$ cat src/design/bfsh_pkg.sv
// bfsh_pkg: shared constants for the bloom filter with two string hashes
// no dependencies; imported by bloom_filter_two_string_hashes
package bfsh_pkg;

    localparam int FILTER_BITS = 4096;
    localparam int STORE_BYTES = (FILTER_BITS + 7) / 8;
    localparam int STORE_AW    = $clog2(STORE_BYTES);
    localparam int BIT_IDX_W   = $clog2(FILTER_BITS);

    localparam int HASH_W      = 32;
    localparam int LEN_W       = 13;
    localparam int COUNT_W     = 2;
    localparam int INDEX_W     = 9;
    localparam int CFG_IDX_W   = 1;
    localparam int CFG_DATA_W  = 13;

    localparam logic [1:0] OP_INSERT = 2'd0;
    localparam logic [1:0] OP_QUERY  = 2'd1;
    localparam logic [1:0] OP_WRITE  = 2'd2;

    localparam logic [CFG_IDX_W-1:0] REG_FILTER_LENGTH_BITS = 1'd0;
    localparam logic [CFG_IDX_W-1:0] REG_HASH_COUNT         = 1'd1;

    localparam logic [LEN_W-1:0]   LEN_RESET   = 13'd4096;
    localparam logic [COUNT_W-1:0] COUNT_RESET = 2'd2;
    localparam logic [COUNT_W-1:0] COUNT_MAX   = 2'd2;

endpackage

$ cat src/design/bfsh_ram.sv
// bfsh_ram: generic single-clock ram, one write port, one registered read port
// no dependencies
module bfsh_ram #(
    parameter int WIDTH = 8,
    parameter int DEPTH = 512
) (
    input  logic                     clk,
    input  logic                     we,
    input  logic [$clog2(DEPTH)-1:0] waddr,
    input  logic [WIDTH-1:0]         wdata,
    input  logic [$clog2(DEPTH)-1:0] raddr,
    output logic [WIDTH-1:0]         rdata
);

    logic [WIDTH-1:0] mem [DEPTH];

    always_ff @(posedge clk)
    begin
        if (we)
        begin
            mem[waddr] <= wdata;
        end
        rdata <= mem[raddr];
    end

endmodule

$ cat src/design/bloom_filter_two_string_hashes.sv
// bloom_filter_two_string_hashes: bloom filter top level with sax and sdbm key hashes
// depends on bfsh_pkg and bfsh_ram
//
// usage:
//   a request is taken when start is high and busy is low. opcode insert or query
//   carries one key byte (absorbed when byte_valid is high); key_last closes the key.
//   opcode write stores store_byte_value at filter byte store_byte_index.
//   non-last key bytes and filter writes give no result.
//   a key_last request gives exactly one result: done is high for one cycle with
//   found and was_query. with no hashes in use the result follows on the next cycle;
//   otherwise each hash (sax, then sdbm when two are in use) is reduced by a
//   one-bit-per-cycle remainder unit, then the filter ram is read and, for an insert,
//   written back with the bit set; busy stays high until done rises for the last hash.
//   the receiver cannot stall; results are never held.
//   cfg_write updates filter_length_bits or hash_count at any time the block is idle.
//   after reset a clearing pass zeroes the filter ram, one byte per cycle, for
//   STORE_BYTES (512) bytes with busy high; configuration writes are taken meanwhile.
module bloom_filter_two_string_hashes (
    input  logic                            clk,
    input  logic                            rst_n,
    input  logic                            start,
    output logic                            busy,
    input  logic [1:0]                      opcode,
    input  logic [7:0]                      key_byte,
    input  logic                            byte_valid,
    input  logic                            key_last,
    input  logic [bfsh_pkg::INDEX_W-1:0]    store_byte_index,
    input  logic [7:0]                      store_byte_value,
    output logic                            done,
    output logic                            found,
    output logic                            was_query,
    input  logic                            cfg_write,
    input  logic [bfsh_pkg::CFG_IDX_W-1:0]  cfg_index,
    input  logic [bfsh_pkg::CFG_DATA_W-1:0] cfg_data
);

    import bfsh_pkg::*;

    localparam logic [2:0] S_IDLE  = 3'd0;
    localparam logic [2:0] S_CLEAR = 3'd1;
    localparam logic [2:0] S_DIV   = 3'd2;
    localparam logic [2:0] S_RD    = 3'd3;
    localparam logic [2:0] S_CHK   = 3'd4;

    localparam int DIV_CNT_W = $clog2(HASH_W);

    logic [2:0]           state_reg, state_next;
    logic [LEN_W-1:0]     len_cfg_reg;
    logic [COUNT_W-1:0]   count_cfg_reg;
    logic [HASH_W-1:0]    sax_reg, sax_next;
    logic [HASH_W-1:0]    sdbm_reg, sdbm_next;
    logic [HASH_W-1:0]    sdbm_hold_reg, sdbm_hold_next;
    logic [HASH_W-1:0]    div_reg, div_next;
    logic [LEN_W-1:0]     rem_reg, rem_next;
    logic [DIV_CNT_W-1:0] div_cnt_reg, div_cnt_next;
    logic [STORE_AW-1:0]  clr_addr_reg, clr_addr_next;
    logic                 query_reg, query_next;
    logic                 second_reg, second_next;
    logic                 two_reg, two_next;
    logic                 all_set_reg, all_set_next;
    logic                 done_reg, done_next;
    logic                 found_reg, found_next;
    logic                 was_query_reg, was_query_next;

    logic                 accept;
    logic [LEN_W-1:0]     len_eff;
    logic [COUNT_W-1:0]   count_eff;
    logic [HASH_W-1:0]    sax_upd, sdbm_upd;
    logic [LEN_W:0]       trial;
    logic [LEN_W:0]       trial_diff;
    logic [2:0]           bit_sel;
    logic                 bit_hit;

    logic                 ram_we;
    logic [STORE_AW-1:0]  ram_waddr;
    logic [7:0]           ram_wdata;
    logic [STORE_AW-1:0]  ram_raddr;
    logic [7:0]           ram_rdata;

    bfsh_ram #(
        .WIDTH (8),
        .DEPTH (STORE_BYTES)
    ) u_store (
        .clk   (clk),
        .we    (ram_we),
        .waddr (ram_waddr),
        .wdata (ram_wdata),
        .raddr (ram_raddr),
        .rdata (ram_rdata)
    );

    assign busy      = (state_reg != S_IDLE);
    assign accept    = start && !busy;
    assign done      = done_reg;
    assign found     = found_reg;
    assign was_query = was_query_reg;

    // saturated configuration
    always_comb
    begin
        if (len_cfg_reg == '0)
        begin
            len_eff = LEN_W'(1);
        end
        else if (len_cfg_reg > LEN_W'(FILTER_BITS))
        begin
            len_eff = LEN_W'(FILTER_BITS);
        end
        else
        begin
            len_eff = len_cfg_reg;
        end
        count_eff = (count_cfg_reg > COUNT_MAX) ? COUNT_MAX : count_cfg_reg;
    end

    // running hash updates
    always_comb
    begin
        if (byte_valid)
        begin
            sax_upd  = sax_reg ^ ((sax_reg << 5) + (sax_reg >> 2) + HASH_W'(key_byte));
            sdbm_upd = HASH_W'(key_byte) + (sdbm_reg << 6) + (sdbm_reg << 16) - sdbm_reg;
        end
        else
        begin
            sax_upd  = sax_reg;
            sdbm_upd = sdbm_reg;
        end
    end

    // one remainder bit per cycle
    assign trial      = {rem_reg, div_reg[HASH_W-1]};
    assign trial_diff = trial - {1'b0, len_eff};

    assign bit_sel   = rem_reg[2:0];
    assign bit_hit   = ram_rdata[bit_sel];
    assign ram_raddr = rem_reg[BIT_IDX_W-1:3];

    always_comb
    begin
        state_next     = state_reg;
        sax_next       = sax_reg;
        sdbm_next      = sdbm_reg;
        sdbm_hold_next = sdbm_hold_reg;
        div_next       = div_reg;
        rem_next       = rem_reg;
        div_cnt_next   = div_cnt_reg;
        clr_addr_next  = clr_addr_reg;
        query_next     = query_reg;
        second_next    = second_reg;
        two_next       = two_reg;
        all_set_next   = all_set_reg;
        done_next      = 1'b0;
        found_next     = found_reg;
        was_query_next = was_query_reg;
        ram_we         = 1'b0;
        ram_waddr      = clr_addr_reg;
        ram_wdata      = '0;

        unique case (state_reg)
            S_CLEAR:
            begin
                ram_we        = 1'b1;
                clr_addr_next = clr_addr_reg + 1'b1;
                if (clr_addr_reg == STORE_AW'(STORE_BYTES - 1))
                begin
                    state_next = S_IDLE;
                end
            end
            S_IDLE:
            begin
                if (accept)
                begin
                    if (opcode == OP_WRITE)
                    begin
                        if ({1'b0, store_byte_index} < (INDEX_W + 1)'(STORE_BYTES))
                        begin
                            ram_we    = 1'b1;
                            ram_waddr = store_byte_index[STORE_AW-1:0];
                            ram_wdata = store_byte_value;
                        end
                    end
                    else if (opcode == OP_INSERT || opcode == OP_QUERY)
                    begin
                        if (key_last)
                        begin
                            sax_next       = '0;
                            sdbm_next      = '0;
                            sdbm_hold_next = sdbm_upd;
                            div_next       = sax_upd;
                            rem_next       = '0;
                            div_cnt_next   = '0;
                            query_next     = (opcode == OP_QUERY);
                            second_next    = 1'b0;
                            two_next       = (count_eff == COUNT_MAX);
                            all_set_next   = 1'b1;
                            if (count_eff == '0)
                            begin
                                done_next      = 1'b1;
                                found_next     = (opcode == OP_QUERY);
                                was_query_next = (opcode == OP_QUERY);
                            end
                            else
                            begin
                                state_next = S_DIV;
                            end
                        end
                        else
                        begin
                            sax_next  = sax_upd;
                            sdbm_next = sdbm_upd;
                        end
                    end
                end
            end
            S_DIV:
            begin
                div_next     = div_reg << 1;
                div_cnt_next = div_cnt_reg + 1'b1;
                if (trial >= {1'b0, len_eff})
                begin
                    rem_next = trial_diff[LEN_W-1:0];
                end
                else
                begin
                    rem_next = trial[LEN_W-1:0];
                end
                if (div_cnt_reg == DIV_CNT_W'(HASH_W - 1))
                begin
                    state_next = S_RD;
                end
            end
            S_RD:
            begin
                state_next = S_CHK;
            end
            S_CHK:
            begin
                if (!query_reg)
                begin
                    ram_we    = 1'b1;
                    ram_waddr = ram_raddr;
                    ram_wdata = ram_rdata | (8'd1 << bit_sel);
                end
                all_set_next = all_set_reg && bit_hit;
                if (two_reg && !second_reg)
                begin
                    second_next  = 1'b1;
                    div_next     = sdbm_hold_reg;
                    rem_next     = '0;
                    div_cnt_next = '0;
                    state_next   = S_DIV;
                end
                else
                begin
                    done_next      = 1'b1;
                    found_next     = query_reg && all_set_reg && bit_hit;
                    was_query_next = query_reg;
                    state_next     = S_IDLE;
                end
            end
            default:
            begin
                state_next = S_IDLE;
            end
        endcase
    end

    always_ff @(posedge clk or negedge rst_n)
    begin
        if (!rst_n)
        begin
            state_reg     <= S_CLEAR;
            clr_addr_reg  <= '0;
            sax_reg       <= '0;
            sdbm_reg      <= '0;
            done_reg      <= 1'b0;
            len_cfg_reg   <= LEN_RESET;
            count_cfg_reg <= COUNT_RESET;
        end
        else
        begin
            state_reg    <= state_next;
            clr_addr_reg <= clr_addr_next;
            sax_reg      <= sax_next;
            sdbm_reg     <= sdbm_next;
            done_reg     <= done_next;
            if (cfg_write)
            begin
                unique case (cfg_index)
                    REG_FILTER_LENGTH_BITS: len_cfg_reg   <= cfg_data[LEN_W-1:0];
                    REG_HASH_COUNT:         count_cfg_reg <= cfg_data[COUNT_W-1:0];
                    default:                ;
                endcase
            end
        end
    end

    // datapath, no reset
    always_ff @(posedge clk)
    begin
        sdbm_hold_reg <= sdbm_hold_next;
        div_reg       <= div_next;
        rem_reg       <= rem_next;
        div_cnt_reg   <= div_cnt_next;
        query_reg     <= query_next;
        second_reg    <= second_next;
        two_reg       <= two_next;
        all_set_reg   <= all_set_next;
        found_reg     <= found_next;
        was_query_reg <= was_query_next;
    end

    a_done_source: assert property (@(posedge clk) disable iff (!rst_n)
        done_reg |-> ($past(state_reg) == S_CHK || $past(state_reg) == S_IDLE))
        else $error("result strobe without a finished key");

    a_div_to_read: assert property (@(posedge clk) disable iff (!rst_n)
        (state_reg == S_DIV && div_cnt_reg == DIV_CNT_W'(HASH_W - 1)) |=> state_reg == S_RD)
        else $error("remainder unit did not hand over after the last step");

    a_rem_in_range: assert property (@(posedge clk) disable iff (!rst_n)
        state_reg == S_RD |-> rem_reg < len_eff)
        else $error("bit index not below the filter length");

    a_read_then_check: assert property (@(posedge clk) disable iff (!rst_n)
        state_reg == S_RD |=> state_reg == S_CHK)
        else $error("ram read not followed by its check");

endmodule
$ cat config.mk
export PLATFORM = sky130hd
export DESIGN_NAME = bloom_filter_two_string_hashes
export DESIGN_NICKNAME = d
export VERILOG_FILES = /design/src/design/bfsh_pkg.sv /design/src/design/bfsh_ram.sv /design/src/design/bloom_filter_two_string_hashes.sv
export SDC_FILE = /design/constraint.sdc
export NUM_CORES = 2
export LEC_CHECK = 0
export BUFFER_PORTS_ARGS = -buffer_cell sky130_fd_sc_hd__buf_2
export CORE_MARGIN = 2
export CORE_UTILIZATION = 60
export CTS_CLUSTER_DIAMETER = 150
export DETAILED_ROUTE_END_ITERATION = 16
export PLACE_DENSITY = 0.76
export SYNTH_ARGS = -nofsm -noshare
export SYNTH_HDL_FRONTEND = slang
export SYNTH_SLANG_ARGS = --single-unit
$ cat constraint.sdc
create_clock -name clk -period 27.2 [get_ports clk]
set_input_delay 1.36 -clock clk [delete_from_list [all_inputs] [get_ports clk]]
set_output_delay 1.36 -clock clk [all_outputs]
set_load 0.05 [all_outputs]
==> impl_metrics.json <==
{
  "largest_reg_flops": 4096,
  "setup_viol": 0,
  "via_per_inst": 7.028,
  "final_common_cell": "edfxtp_1",
  "slew_headroom": 0.09895,
  "final_nets": 8219,
  "drive_gt1_frac": 0.2610,
  "fmax_mhz": 144.6,
  "synth.net_count": 8085,
  "clk_path_buf_depth": 4,
  "syn_area_um2": 170900,
  "antenna_found_initial": 19,
  "first_pass_iters": 6,
  "numPortBuffers": 50,
  "cp-start-kind": "flop",
  "place.detailed.hpwl_mm": 230.1,
  "synthFlopType": "edfxtp_1",
  "outcome": "finished, final reports clean",
  "tns_ns": 0,
  "power.leakage_uw": 0.05979,
  "syn_to_final_growth_pct": 10.26,
  "arrival_ns": 7.47,
  "reg2reg_depth": 10,
  "grt_pass1_wl_mm": 615.5,
  "die_h_um": 537.7,
  "dieArea_um2": 289100,
  "cp-end-kind": "flop",
  "wl_per_cell_um": 35.13,
  "finish.instance_area_um2": 188500,
  "post-cts-setup-buffer-count": 0,
  "crit_path_max_fanout": 110,
  "routed_wl_mm": 426.3,
  "cts_root_buffer": "clkbuf_16",
  "vias": 85280,
  "worst-slew-pin-transition_ns": 1.347,
  "synthArstFlopShare": 0.02148,
  "cts_buffers": 414,
  "synth_edf_count": 4184,
  "nFillCells": 16680,
  "cellPowerDensity_nw_per_um2": 101.6,
  "syn_avg_cell_area_um2": 21.64,
  "grt_overflow_total": 0,
  "core-area_um2": 282800,
  "start_util": 0.6044,
  "dieWidth_um": 537.7,
  "synth_seq_area_share": 0.7495,
  "h-tree-depth": 5,
  "cap_violations": 0,
  "cts_resized": 0,
  "drc": 0,
  "slew_viol_final": 0,
  "ys_ff_latch": 4284,
  "period_minus_slack_ns": 6.914,
  "grt_max_degree": 260,
  "clk_latency_ns": 0.94,
  "ios": 51,
  "r2r_end": "u_store.mem[284][7]",
  "required_ns": 27.76,
  "place_congestion": 0.8651,
  "clk_pin_slew_worst_paths_ns": 0.07,
  "dpl_cell_area_um2": 175300,
  "final_cell_mix": "4,184 x edfxtp_1, 1,346 x mux4_2, 601 x nor2_1, 417 x clkbuf_16, 202 x nand2_1",
  "drtIter0Drc": 12360,
  "synth_cell_types": 69,
  "worst_clock_skew_ns": 0.06334,
  "hp-class": "in2async",
  "regToRegSetupSlack_ns": 20.29,
  "clock-sinks": 4284,
  "grt_pass1_vias": 85650,
  "yosysWarnings": 0,
  "hold_violations": 0,
  "critical_path_class": "reg2reg",
  "fin_hold_ws_ns": 0.4351,
  "synthCells": 7897,
  "antenna_left": 0,
  "holdBufCountCts": 0,
  "r2r_start": "state_reg[1]",
  "rsz0062_at_grt": "no",
  "fp-row-count": 195,
  "postLayoutCoreUtil": 0.6665,
  "grtUsageTotal": 0.2981,
  "cts_tree": "done",
  "finalCritPeriodShare": 0.2542,
  "max-vdd-ir-drop_mv": 0.1606,
  "top_register": "u_store.mem",
  "p_total_uw": 19140
}
-- worst max-delay path, cell delays in order, from the launching register on --
cell and delay, ns:
dfrtp_1 0.47, nor2_1 0.26, nand2_1 0.20, clkinv_1 0.11
nand2b_1 0.15, buf_4 0.27, o21ai_4 0.88, buf_4 1.00
buf_4 0.92, buf_4 0.92, buf_4 0.83
-- per-stage QoR --
step | setup WS [ns] | instances
finish | 20.29 | 12140
global route | 19.93 | 12120
CTS | 20.47 | 12120
detailed placement | 20.39 | 11360
global placement | 20.63 | 11360
floorplan | 2.117 | 7897
-- cells by family (layout without fill, tap and decap cells) --
logic type | after synthesis | count (layout) | share of synthesized area
other cells | 0 | 20 | 0
buf+inv | 548 | 1023 | 0.01324
flops | 4284 | 4284 | 0.7495
mux | 1404 | 1404 | 0.1810
xor+xnor | 99 | 99 | 0.005073
simple gates | 960 | 960 | 0.02294
compound gates | 461 | 461 | 0.01686
fa+ha+maj | 141 | 141 | 0.01133
-- report_power, final --
group	switching, uW	internal [uW]	total [uW]
sequential	121	7410	7540
combinational	3280	2680	5970
clock	2460	3170	5640
-- per-layer routing --
| layer | global-route usage | vias to the layer above | share of wire |
|---|---|---|---|
| met2 | 0.4758 | 5954 | 0.49 |
| met4 | 0.1198 | 16 | 0.042 |
| li1 | - | 33250 | - |
| met3 | 0.06463 | 981 | 0.11 |
| met1 | 0.4082 | 45080 | 0.36 |
| met5 | 0 | - | 0.00030 |
-- cells in the mapped netlist (40+ instances only) --
| cell | count | area (um2) |
|---|---|---|
| nand2_1 | 218 | 818.3 |
| clkbuf_1 | 260 | 975.9 |
| dfrtp_1 | 89 | 2227 |
| o21ai_0 | 134 | 670.6 |
| ha_1 | 118 | 1476 |
| buf_2 | 126 | 630.6 |
| buf_1 | 54 | 202.7 |
| nor2_1 | 606 | 2275 |
| mux4_2 | 1346 | 30310 |
| a22oi_1 | 40 | 300.3 |
| edfxtp_1 | 4184 | 125600 |
| a21oi_1 | 107 | 535.5 |
| inv_1 | 94 | 352.8 |
| xnor2_1 | 63 | 551.8 |
-- layout make-up --
class	instances	area (um2)	area share
flip-flops and latches	4284	128100	0.6798
multi-input cells	3065	40830	0.2166
clock buffers	521	10880	0.05771
well taps	3743	4683	0.02485
clock inverters	236	2188	0.01161
repair buffers	171	1374	0.007290
inverters	95	356.6	0.001892
diodes	20	50.05	0.0002656
-- worst max path at each step --
stage,cells after the start,from,endpoint
3_5_place_dp,10,opcode[1],u_store.mem[336][7]
5_1_grt,10,state_reg[1],u_store.mem[284][7]
2_1_floorplan,6,state_reg[1],u_store.mem[0][1]
6_report,10,state_reg[1],u_store.mem[284][7]
4_1_cts,11,rem_reg[3],u_store.rdata[7]
3_3_place_gp,11,rem_reg[3],u_store.rdata[7]
Power figures use the tool's default switching activity.
